### config.mk
export PLATFORM = sky130hd
export DESIGN_NAME = divider_timer_with_frame_sequencer
export DESIGN_NICKNAME = d
export VERILOG_FILES = /design/src/rtl/dtfs_pkg.sv /design/src/rtl/divider_timer_with_frame_sequencer.sv
export VERILOG_INCLUDE_DIRS = /design/src /design/src/rtl
export SDC_FILE = /design/constraint.sdc
export NUM_CORES = 1
export LEC_CHECK = 0
export ABC_AREA = 1
export BUFFER_PORTS_ARGS = -buffer_cell sky130_fd_sc_hd__buf_4
export CAP_MARGIN = 10
export CORE_ASPECT_RATIO = 1.4
export CORE_MARGIN = 3
export CORE_UTILIZATION = 45
export CTS_CLUSTER_DIAMETER = 40
export DETAILED_ROUTE_END_ITERATION = 6
export GPL_TIMING_DRIVEN = 1
export PLACE_DENSITY_LB_ADDON = 0.25
export SLEW_MARGIN = 0
export SYNTH_ARGS = -nofsm -noshare
export SYNTH_HDL_FRONTEND = slang
export SYNTH_SLANG_ARGS = --single-unit
### constraint.sdc
create_clock -name clk -period 3.8 [get_ports clk]
set_input_delay 0.38 -clock clk [delete_from_list [all_inputs] [get_ports clk]]
set_output_delay 0.38 -clock clk [all_outputs]
set_load 0.02 [all_outputs]
### src/rtl/divider_timer_with_frame_sequencer_defines.svh
// ----------------------------------------------------------------------------
// Divider timer assertion macros
// Shared assertion forms used by the divider timer RTL.
// ----------------------------------------------------------------------------
`ifndef DIVIDER_TIMER_WITH_FRAME_SEQUENCER_DEFINES_SVH
`define DIVIDER_TIMER_WITH_FRAME_SEQUENCER_DEFINES_SVH

// Same-cycle implication, checked outside reset.
`define DTFS_ASSERT_NOW(lbl, clk, rst_n, ante, cons, msg) \
	lbl: assert property (@(posedge clk) disable iff (!rst_n) (ante) |-> (cons)) \
		else $error(msg);

// Next-cycle implication, checked outside reset.
`define DTFS_ASSERT_NEXT(lbl, clk, rst_n, ante, cons, msg) \
	lbl: assert property (@(posedge clk) disable iff (!rst_n) (ante) |=> (cons)) \
		else $error(msg);

`endif

### src/rtl/dtfs_pkg.sv
// ----------------------------------------------------------------------------
// Divider timer package
// Payload structs, register indexes and constants of the divider timer block.
// ----------------------------------------------------------------------------
package dtfs_pkg;

	localparam int CC_W      = 16;
	localparam int TC_W      = 8;
	localparam int FD_W      = 8;
	localparam int RTC_W     = 27;
	localparam int PERIOD_W  = 26;
	localparam int CFG_IDX_W = 3;
	localparam int CFG_DATA_W = PERIOD_W;
	localparam int TAP_IDX_W = 4;

	// Counter step per machine cycle and value after a divider write.
	localparam logic [CC_W-1:0]     CC_STEP = CC_W'(4);
	localparam logic [RTC_W-1:0]    RTC_STEP = RTC_W'(4);
	localparam logic [TAP_IDX_W-1:0] FRAME_TAP = TAP_IDX_W'(12);
	localparam logic [PERIOD_W-1:0] RTC_PERIOD_RESET = PERIOD_W'(4194304);

	typedef enum logic [CFG_IDX_W-1:0] {
		CFG_TIMER_ENABLE = 3'd0,
		CFG_CLOCK_SELECT = 3'd1,
		CFG_RELOAD_VALUE = 3'd2,
		CFG_RTC_HALT     = 3'd3,
		CFG_RTC_PERIOD   = 3'd4
	} cfg_idx_t;

	typedef enum logic [1:0] {
		CLK_SEL_BIT9 = 2'd0,
		CLK_SEL_BIT3 = 2'd1,
		CLK_SEL_BIT5 = 2'd2,
		CLK_SEL_BIT7 = 2'd3
	} clk_sel_t;

	typedef struct packed {
		logic advance;
		logic div_reset;
	} in_t;

	typedef struct packed {
		logic            timer_interrupt;
		logic [TC_W-1:0] timer_count;
		logic [7:0]      divider_value;
		logic            length_pulse;
		logic            sweep_pulse;
		logic            envelope_pulse;
		logic            second_pulse;
	} out_t;

	// Counter bit watched by the timer for a given clock select.
	function automatic logic [TAP_IDX_W-1:0] tap_index(input clk_sel_t sel);
		logic [TAP_IDX_W-1:0] idx;
		unique case (sel)
			CLK_SEL_BIT9: idx = TAP_IDX_W'(9);
			CLK_SEL_BIT3: idx = TAP_IDX_W'(3);
			CLK_SEL_BIT5: idx = TAP_IDX_W'(5);
			CLK_SEL_BIT7: idx = TAP_IDX_W'(7);
			default:      idx = TAP_IDX_W'(9);
		endcase
		return idx;
	endfunction

endpackage

### src/rtl/divider_timer_with_frame_sequencer.sv
// ----------------------------------------------------------------------------
// Divider timer with frame sequencer
// Machine-cycle counter, programmable timer with delayed reload and
// interrupt, audio frame sequencer pulses and a seconds pulse generator.
// ----------------------------------------------------------------------------
// Each input transfer's result passes the input register, then the result
// register. Throughput: one item per cycle while out_ready is high; the
// whole tick update is one pass of logic between the input register and
// the result register.
// Reset: arst_n resets all counters, pipeline valids and configuration
// registers (rtc_period to 4194304); no clearing pass is needed.
module divider_timer_with_frame_sequencer
	import dtfs_pkg::*;
(
	input  logic                  clk,
	input  logic                  arst_n,
	input  logic                  in_valid,
	output logic                  in_ready,
	input  in_t                   in_data,
	output logic                  out_valid,
	input  logic                  out_ready,
	output out_t                  out_data,
	input  logic                  cfg_we,
	input  logic [CFG_IDX_W-1:0]  cfg_index,
	input  logic [CFG_DATA_W-1:0] cfg_data
);

`include "divider_timer_with_frame_sequencer_defines.svh"

	// Configuration registers
	logic                timer_enable_q;
	clk_sel_t            clock_select_q;
	logic [TC_W-1:0]     reload_value_q;
	logic                rtc_halt_q;
	logic [PERIOD_W-1:0] rtc_period_q;

	// Block state
	logic [CC_W-1:0]  cycle_counter_q;
	logic [TC_W-1:0]  timer_counter_q;
	logic             reload_pending_q;
	logic [FD_W-1:0]  frame_divider_q;
	logic [RTC_W-1:0] rtc_cycles_q;

	// Pipeline registers
	logic in_valid_s1;
	in_t  in_s1;
	logic out_valid_s2;
	out_t out_s2;

	logic step_s1;
	logic tick;

	// Next-state values for one tick
	logic [CC_W-1:0]      cc_next;
	logic                 frame_edge;
	logic [FD_W-1:0]      fd_next;
	logic [TAP_IDX_W-1:0] tap;
	logic                 timer_edge;
	logic [TC_W-1:0]      tc_base;
	logic [TC_W-1:0]      tc_next;
	logic                 pending_next;
	logic [RTC_W-1:0]     rtc_sum;
	logic                 rtc_hit;
	logic [RTC_W-1:0]     rtc_next;
	out_t                 result;

	// Stage 1 moves on when the result register is free or being drained.
	assign step_s1  = in_valid_s1 && (!out_valid_s2 || out_ready);
	assign in_ready = !in_valid_s1 || step_s1;
	assign tick     = step_s1 && in_s1.advance;

	// Configuration writes
	always_ff @(posedge clk or negedge arst_n) begin
		if (!arst_n) begin
			timer_enable_q <= 1'b0;
			clock_select_q <= CLK_SEL_BIT9;
			reload_value_q <= '0;
			rtc_halt_q     <= 1'b0;
			rtc_period_q   <= RTC_PERIOD_RESET;
		end else if (cfg_we) begin
			unique case (cfg_idx_t'(cfg_index))
				CFG_TIMER_ENABLE: timer_enable_q <= cfg_data[0];
				CFG_CLOCK_SELECT: clock_select_q <= clk_sel_t'(cfg_data[1:0]);
				CFG_RELOAD_VALUE: reload_value_q <= cfg_data[TC_W-1:0];
				CFG_RTC_HALT:     rtc_halt_q     <= cfg_data[0];
				CFG_RTC_PERIOD:   rtc_period_q   <= cfg_data[PERIOD_W-1:0];
				default: ;
			endcase
		end
	end

	// Cycle counter and frame sequencer
	always_comb begin
		cc_next    = in_s1.div_reset ? CC_STEP : cycle_counter_q + CC_STEP;
		frame_edge = cycle_counter_q[FRAME_TAP] && !cc_next[FRAME_TAP];
		fd_next    = frame_divider_q + FD_W'(1);
	end

	// Timer: a pending reload lands first, then an edge may increment.
	always_comb begin
		tap          = tap_index(clock_select_q);
		timer_edge   = timer_enable_q && cycle_counter_q[tap] && !cc_next[tap];
		tc_base      = reload_pending_q ? reload_value_q : timer_counter_q;
		tc_next      = tc_base + TC_W'(timer_edge);
		pending_next = timer_edge && (tc_next == '0);
	end

	// Seconds counter
	always_comb begin
		rtc_sum  = rtc_cycles_q + RTC_STEP;
		rtc_hit  = rtc_sum > RTC_W'(rtc_period_q);
		rtc_next = rtc_hit ? '0 : rtc_sum;
	end

	// Result of the current item
	always_comb begin
		if (in_s1.advance) begin
			result.timer_interrupt = reload_pending_q;
			result.timer_count     = tc_next;
			result.divider_value   = cc_next[CC_W-1 -: 8];
			result.length_pulse    = frame_edge && (fd_next[0] == 1'b0);
			result.sweep_pulse     = frame_edge && (fd_next[1:0] == 2'b00);
			result.envelope_pulse  = frame_edge && (fd_next[2:0] == 3'b000);
			result.second_pulse    = !rtc_halt_q && rtc_hit;
		end else begin
			result.timer_interrupt = 1'b0;
			result.timer_count     = timer_counter_q;
			result.divider_value   = cycle_counter_q[CC_W-1 -: 8];
			result.length_pulse    = 1'b0;
			result.sweep_pulse     = 1'b0;
			result.envelope_pulse  = 1'b0;
			result.second_pulse    = 1'b0;
		end
	end

	// State update on each tick
	always_ff @(posedge clk or negedge arst_n) begin
		if (!arst_n) begin
			cycle_counter_q  <= '0;
			timer_counter_q  <= '0;
			reload_pending_q <= 1'b0;
			frame_divider_q  <= '0;
			rtc_cycles_q     <= '0;
		end else if (tick) begin
			cycle_counter_q  <= cc_next;
			timer_counter_q  <= tc_next;
			reload_pending_q <= pending_next;
			if (frame_edge) begin
				frame_divider_q <= fd_next;
			end
			if (!rtc_halt_q) begin
				rtc_cycles_q <= rtc_next;
			end
		end
	end

	// Input register
	always_ff @(posedge clk or negedge arst_n) begin
		if (!arst_n) begin
			in_valid_s1 <= 1'b0;
		end else if (in_ready) begin
			in_valid_s1 <= in_valid;
		end
	end

	always_ff @(posedge clk) begin
		if (in_valid && in_ready) begin
			in_s1 <= in_data;
		end
	end

	// Result register
	always_ff @(posedge clk or negedge arst_n) begin
		if (!arst_n) begin
			out_valid_s2 <= 1'b0;
		end else if (step_s1) begin
			out_valid_s2 <= 1'b1;
		end else if (out_ready) begin
			out_valid_s2 <= 1'b0;
		end
	end

	always_ff @(posedge clk) begin
		if (step_s1) begin
			out_s2 <= result;
		end
	end

	assign out_valid = out_valid_s2;
	assign out_data  = out_s2;

	// Checks
	`DTFS_ASSERT_NEXT(a_irq_follows_pending, clk, arst_n, tick && reload_pending_q, out_valid_s2 && out_s2.timer_interrupt, "pending reload did not raise the interrupt")
	`DTFS_ASSERT_NOW(a_pulse_nesting, clk, arst_n, out_valid_s2 && out_s2.envelope_pulse, out_s2.sweep_pulse && out_s2.length_pulse, "envelope pulse without sweep and length")
	`DTFS_ASSERT_NEXT(a_idle_item_quiet, clk, arst_n, step_s1 && !in_s1.advance, !out_s2.timer_interrupt && !out_s2.second_pulse && !out_s2.length_pulse, "item without advance raised an event")
	`DTFS_ASSERT_NEXT(a_stall_holds_s1, clk, arst_n, in_valid_s1 && !step_s1, in_valid_s1 && $stable(in_s1), "input register changed while stalled")

endmodule
---- Yosys cells after proc, flatten, opt, wreduce, memory -nomap -nowiden ----
Index checks and enable logic that the tools add are counted.
operators by class
  bitwise gates (word level) .............. 2
  muxes and demuxes ....................... 11
  $add $sub $neg .......................... 4
  order comparisons ....................... 2
  reductions and logical operators ........ 31
  equality and inequality tests ........... 7
operators with widths
  kind                                                                           count
  27-bit by 3-bit adder with 27-bit output (second input constant)               1
  27-bit by 26-bit greater-than comparator with 1-bit output                     1
  27-bit 2-to-1 mux                                                              1
  20-bit 2-to-1 mux                                                              1
  16-bit by 3-bit adder with 16-bit output (second input constant)               1
  16-bit 2-to-1 mux                                                              1
  4-bit one-hot mux with 4 select lines                                          1
  2-bit AND reduction                                                            7
  1-bit logical AND                                                              11
  8-bit by 1-bit adder with 8-bit output                                         1
  8-bit by 1-bit adder with 8-bit output (second input constant)                 1
  1-bit binary-select mux with 4-bit select                                      2
  8-bit zero test                                                                1
  8-bit 2-to-1 mux                                                               1
  3-bit by 2-bit == test with 1-bit output (second input constant)               2
  3-bit zero test                                                                2
  1-bit zero test                                                                5
  4-bit by 5-bit less-than comparator with 1-bit output (second input constant)  1
  2-bit == test (second input constant)                                          2
  2-bit zero test                                                                2
  1-bit 2-to-1 mux                                                               4
  3-bit by 1-bit == test with 1-bit output (second input constant)               1
  3-bit == test (second input constant)                                          1
  2-bit by 1-bit == test with 1-bit output (second input constant)               1
  other kinds (3)                                                                5
word-level totals
  register bits ........................... 123
  output and inout bits ................... 23
  word-level logic and storage cells ...... 78

---- Depth between registers and ports, before layout ----
  depth after elaboration ................. 9
  depth in mapped cells ................... 22

---- Worst setup path before layout ----
Ideal clock, no wire load.
  path kind ............................... reg-to-reg
  start ................................... register rtc_cycles_q[2]
  end ..................................... register out_s2 (netlist bit out_data[0]), data pin
  arrival time ............................ 2,503 ps
  buffers on the path ..................... 1
  setup slack ............................. 1,047 ps
  cell stages (with the launch flop) ...... 20
  period minus slack after synthesis ...... 2,753 ps
  data required time ...................... 3,550 ps
  path through ............................ dfrtp_1 -> ha_1 -> nand2_2 -> nor2_1 -> nand2_2 -> nor2_1 -> nand3_1 -> inv_1 -> nand4_1 -> xor2_1 -> inv_1 -> ha_1 -> a21o_1 -> a21oi_1 -> o311ai_1 -> inv_1 -> nand2_2 -> nand2_4 -> buf_6 -> nor2_2
on the way
  cells in the longest elaborated chain, start to end .. 3
RTL lines
  item                                                        line                                       text
  start: declaration                                          divider_timer_with_frame_sequencer.sv:42   logic [RTC_W-1:0] rtc_cycles_q;
  start signal: assignment                                    divider_timer_with_frame_sequencer.sv:152  rtc_cycles_q <= rtc_next;
  27-bit by 3-bit adder with 27-bit output                    divider_timer_with_frame_sequencer.sv:110  rtc_sum = rtc_cycles_q + RTC_STEP;
  27-bit by 26-bit greater-than comparator with 1-bit output  divider_timer_with_frame_sequencer.sv:111  rtc_hit = rtc_sum > RTC_W'(rtc_period_q);
  1-bit logical AND                                           divider_timer_with_frame_sequencer.sv:124  result.second_pulse = !rtc_halt_q && rtc_hit;
  end signal: assignment                                      divider_timer_with_frame_sequencer.sv:185  out_s2 <= result;
  end: declaration                                            divider_timer_with_frame_sequencer.sv:48   out_t out_s2;
Every way passes these cells.
A chain may end at the register's enable or synchronous reset.

---- Final worst setup path ----
Same ends and word-level chain as after synthesis.

==> flow_summary.json <==
{
  "status": "completed",
  "post_route_cells_drive_above_1_share_pct": 13.7,
  "path_clk_slew_ns": 0.06,
  "drt_pre_antenna_iters": 4,
  "worst_pin_slew_ns": 0.962,
  "core-area_sq_mm": 0.0140,
  "finalWorstPathRequiredPeriod_ns": 3.26,
  "min_from": "in_data[0]",
  "fp.dieH_um": 147,
  "synthesis.area_sq_mm": 0.00642,
  "ir_worst_vdd_uv": 272,
  "synth_async_sr_flop_share_pct": 80.0,
  "synth_compound_area_share_pct": 10.2,
  "globalRouteOverflowTotal": 0,
  "tritoncts": "built",
  "timing.final.hold_violations": 0,
  "synth.avg_cell_area_sq_um": 7.85,
  "postSynthCellCount": 818,
  "final_core_utilization_pct": 54.7,
  "critical_path.startpoint_type": "flop",
  "grtUsageMet1_pct": 22.5,
  "drt-vias-per-instance": 4.88,
  "relSlewSlack_pct": 35.8,
  "grt_start_max_net_pins": 53,
  "grt_use_total_pct": 20.0,
  "area_growth_pct": 19.1,
  "synth.yosys.seq_area_share_pct": 46.6,
  "grt_antenna_before_repair": 0,
  "path_class": "reg -> reg",
  "grt_first_pass_wirelength_um": 24900,
  "ys_dominant_reg_cell": "dfrtp_1",
  "p_leak_nw": 3.86,
  "cts-buffers-inserted": 17,
  "post_cts_resized": 0,
  "synth_xor_xnor_area_share_pct": 3.00,
  "worst_r2r_endpoint": "out_data[0]$_SDFFCE_PN0P_",
  "grt_pass1_vias": 5257,
  "setup_viol": 0,
  "worstSetupEndpointType": "flop",
  "clk_latency_ns": 0.41,
  "pwr_density_cell_mw_per_mm2": 531,
  "ctsHoldBuffers": 1,
  "stdcell_count": 1076,
  "layout_worst_path_cycle_share_pct": 85.7,
  "most_common_cell_after_layout_fill_and_taps_aside": "nand2_1",
  "num-fill-cells": 1311,
  "max-clock-path-buffers": 2,
  "num-nets-final": 944,
  "crit-reg2reg-launch": "rtc_cycles_q[2]$_DFFE_PN0P_",
  "final-max-slew-violation-count": 0,
  "cp_data_arrival_time_ns": 3.41,
  "global_route.usage.met3_pct": 3.71,
  "detail-route-antenna-nets": 0,
  "detail_route.iter0.violations": 198,
  "place.port_buffers": 58,
  "cts_num_sinks": 115,
  "drc": 0,
  "die_x_um": 107,
  "critical_path.max_fanout": 25,
  "rsz_0062_raised_after_global_routing": "false",
  "mostFrequentLayoutCells": "222 x nand2_1, 117 x inv_1, 91 x dfrtp_1",
  "min_path_cells": 1,
  "setup_tns_ns": 0,
  "number_of_enable_flip_flop_cells_after_synthesis": 23,
  "synth.mux.area_fraction_pct": 0,
  "synth-warning-count": 0,
  "cts_htree_levels": 4,
  "multi_input_area_sq_mm": 0.00286,
  "max_cap_viol_count": 0,
  "hold_path_end": "in_s1[0]$_DFFE_PP_",
  "initial_utilization_pct": 46.0,
  "dpl.hpwl_um": 10800,
  "clock_tree.root_cell": "clkbuf_16",
  "reg2regPathDepth": 18,
  "mapped_nets": 884,
  "synth_seq_cells": 115,
  "top_usage_layer": "met2",
  "worst_skew_ns": 0.00959,
  "routabilityCongestion": 0.945,
  "vias": 5256,
  "synth_fa_ha_area_share_pct": 5.84,
  "die_area_sq_mm": 0.0158,
  "route.final.wire_length_um": 14600,
  "fmax_mhz": 307,
  "worst_hold_path_type": "in -> reg",
  "postCtsSetupBuffers": 0,
  "ios": 59,
  "wl_per_cell_um": 13.5,
  "placement_rows": 51,
  "synth_top_family_by_area": "simple AND/OR/NAND/NOR gates",
  "reg2reg_setup_slack_ns": 0.54,
  "globalRouteMet2Util_pct": 36.4,
  "required_ns": 3.95,
  "dpl.cell_count": 1043,
  "synthSimpleGateAreaFrac_pct": 25.4,
  "netlist-cell-type-count": 41,
  "ff_latch_area_sq_mm": 0.00299,
  "power_mw": 4.06,
  "final_antenna_diode_count": 0
}
stage by stage:
| step | setup slack (ns) | area, sq um | hold slack [ns] |
|---|---|---|---|
| detailed placement | 0.559 | 7010 | 0.374 |
| global placement | 0.576 | 7010 | 0.382 |
| global route | 0.228 | 7650 | 0.136 |
| CTS | 0.502 | 7650 | 0.134 |
| floorplan | 1.05 | 6420 | 0.0844 |
| finish | 0.543 | 7650 | 0.146 |
routing by layer:
metal  wire length [um]  vias to the layer above
li1                   -                     2721
met1               5750                     2432
met2               7990                       74
met3                389                       29
met4                448                        0
met5                  0                        -
kinds of logic after synthesis:
group / count (synthesis)
AOI/OAI and AO/OA: 124
xor gates and xnor gates: 22
adders and majority gates: 30
buffers and inverters: 143
DFF: 115
and+or+nand+nor: 384
state kept, by name (all words and copies together) (netlist names), 2 cells and up:
signal           count
timer_counter_q      8
in_s1                2
cycle_counter_q     15
out_data            21
frame_divider_q      3
clock_select_q       2
reload_value_q       8
rtc_cycles_q        25
rtc_period_q        26
Yosys cell counts (3+ instances only):
| cell type | instances | area, sq um |
|---|---|---|
| nand2_1 | 222 | 833 |
| o21ai_1 | 5 | 25.0 |
| nor2_1 | 82 | 308 |
| edfxtp_1 | 23 | 691 |
| nand4_1 | 9 | 56.3 |
| a31oi_1 | 3 | 18.8 |
| nand3b_1 | 5 | 37.5 |
| nand2_2 | 10 | 62.6 |
| nand3_1 | 25 | 125 |
| buf_6 | 3 | 33.8 |
| xor2_1 | 20 | 175 |
| inv_1 | 117 | 439 |
| or2_2 | 6 | 37.5 |
| o21ai_0 | 68 | 340 |
| a21oi_1 | 36 | 180 |
| o21a_1 | 3 | 22.5 |
| dfrtp_1 | 91 | 2280 |
| nor3_1 | 11 | 55.1 |
| nor4_1 | 3 | 18.8 |
| clkbuf_1 | 18 | 67.6 |
| ha_1 | 30 | 375 |
| nor2_2 | 5 | 31.3 |
power by group:
group | switching (mW) | total [mW] | internal [mW]
combinational | 0.506 | 0.801 | 0.295
clock | 0.550 | 1.67 | 1.12
sequential | 0.121 | 1.59 | 1.47
total | 1.18 | 4.06 | 2.89
critical path, stage by stage, from the launching register on:
cell,delay [ns]
dfrtp_1,0.41
ha_1,0.23
nand2_2,0.08
nor2_1,0.16
nand2_2,0.15
nor2_1,0.17
nand3_1,0.14
inv_1,0.09
nand4_1,0.12
xor2_1,0.23
inv_1,0.07
ha_1,0.29
a21o_1,0.16
a21oi_1,0.14
o311ai_1,0.11
inv_1,0.07
nand2_2,0.06
nand2_4,0.25
nor2_2,0.05
final cells by class:
class,count,area share [%]
Clock inverter,8,1.62
Multi-Input combinational cell,560,37.4
Sequential cell,115,39.1
Tap cell,185,3.03
Inverter,119,5.84
Clock buffer,24,6.57
Timing Repair Buffer,65,6.41
worst max-delay path by stage:
stage / startpoint / to / slack (ns)
6_report: rtc_cycles_q[2]$_DFFE_PN0P_ / out_data[0]$_SDFFCE_PN0P_ / 0.54
5_1_grt: rtc_cycles_q[2]$_DFFE_PN0P_ / out_data[0]$_SDFFCE_PN0P_ / 0.23
4_1_cts: rtc_cycles_q[2]$_DFFE_PN0P_ / out_data[0]$_SDFFCE_PN0P_ / 0.50
3_5_place_dp: rtc_cycles_q[2]$_DFFE_PN0P_ / out_data[0]$_SDFFCE_PN0P_ / 0.56
3_3_place_gp: rtc_cycles_q[2]$_DFFE_PN0P_ / out_data[0]$_SDFFCE_PN0P_ / 0.58
2_1_floorplan: rtc_cycles_q[2]$_DFFE_PN0P_ / out_data[0]$_SDFFCE_PN0P_ / 1.05
Note: power is estimated with default switching activity, not from simulation.
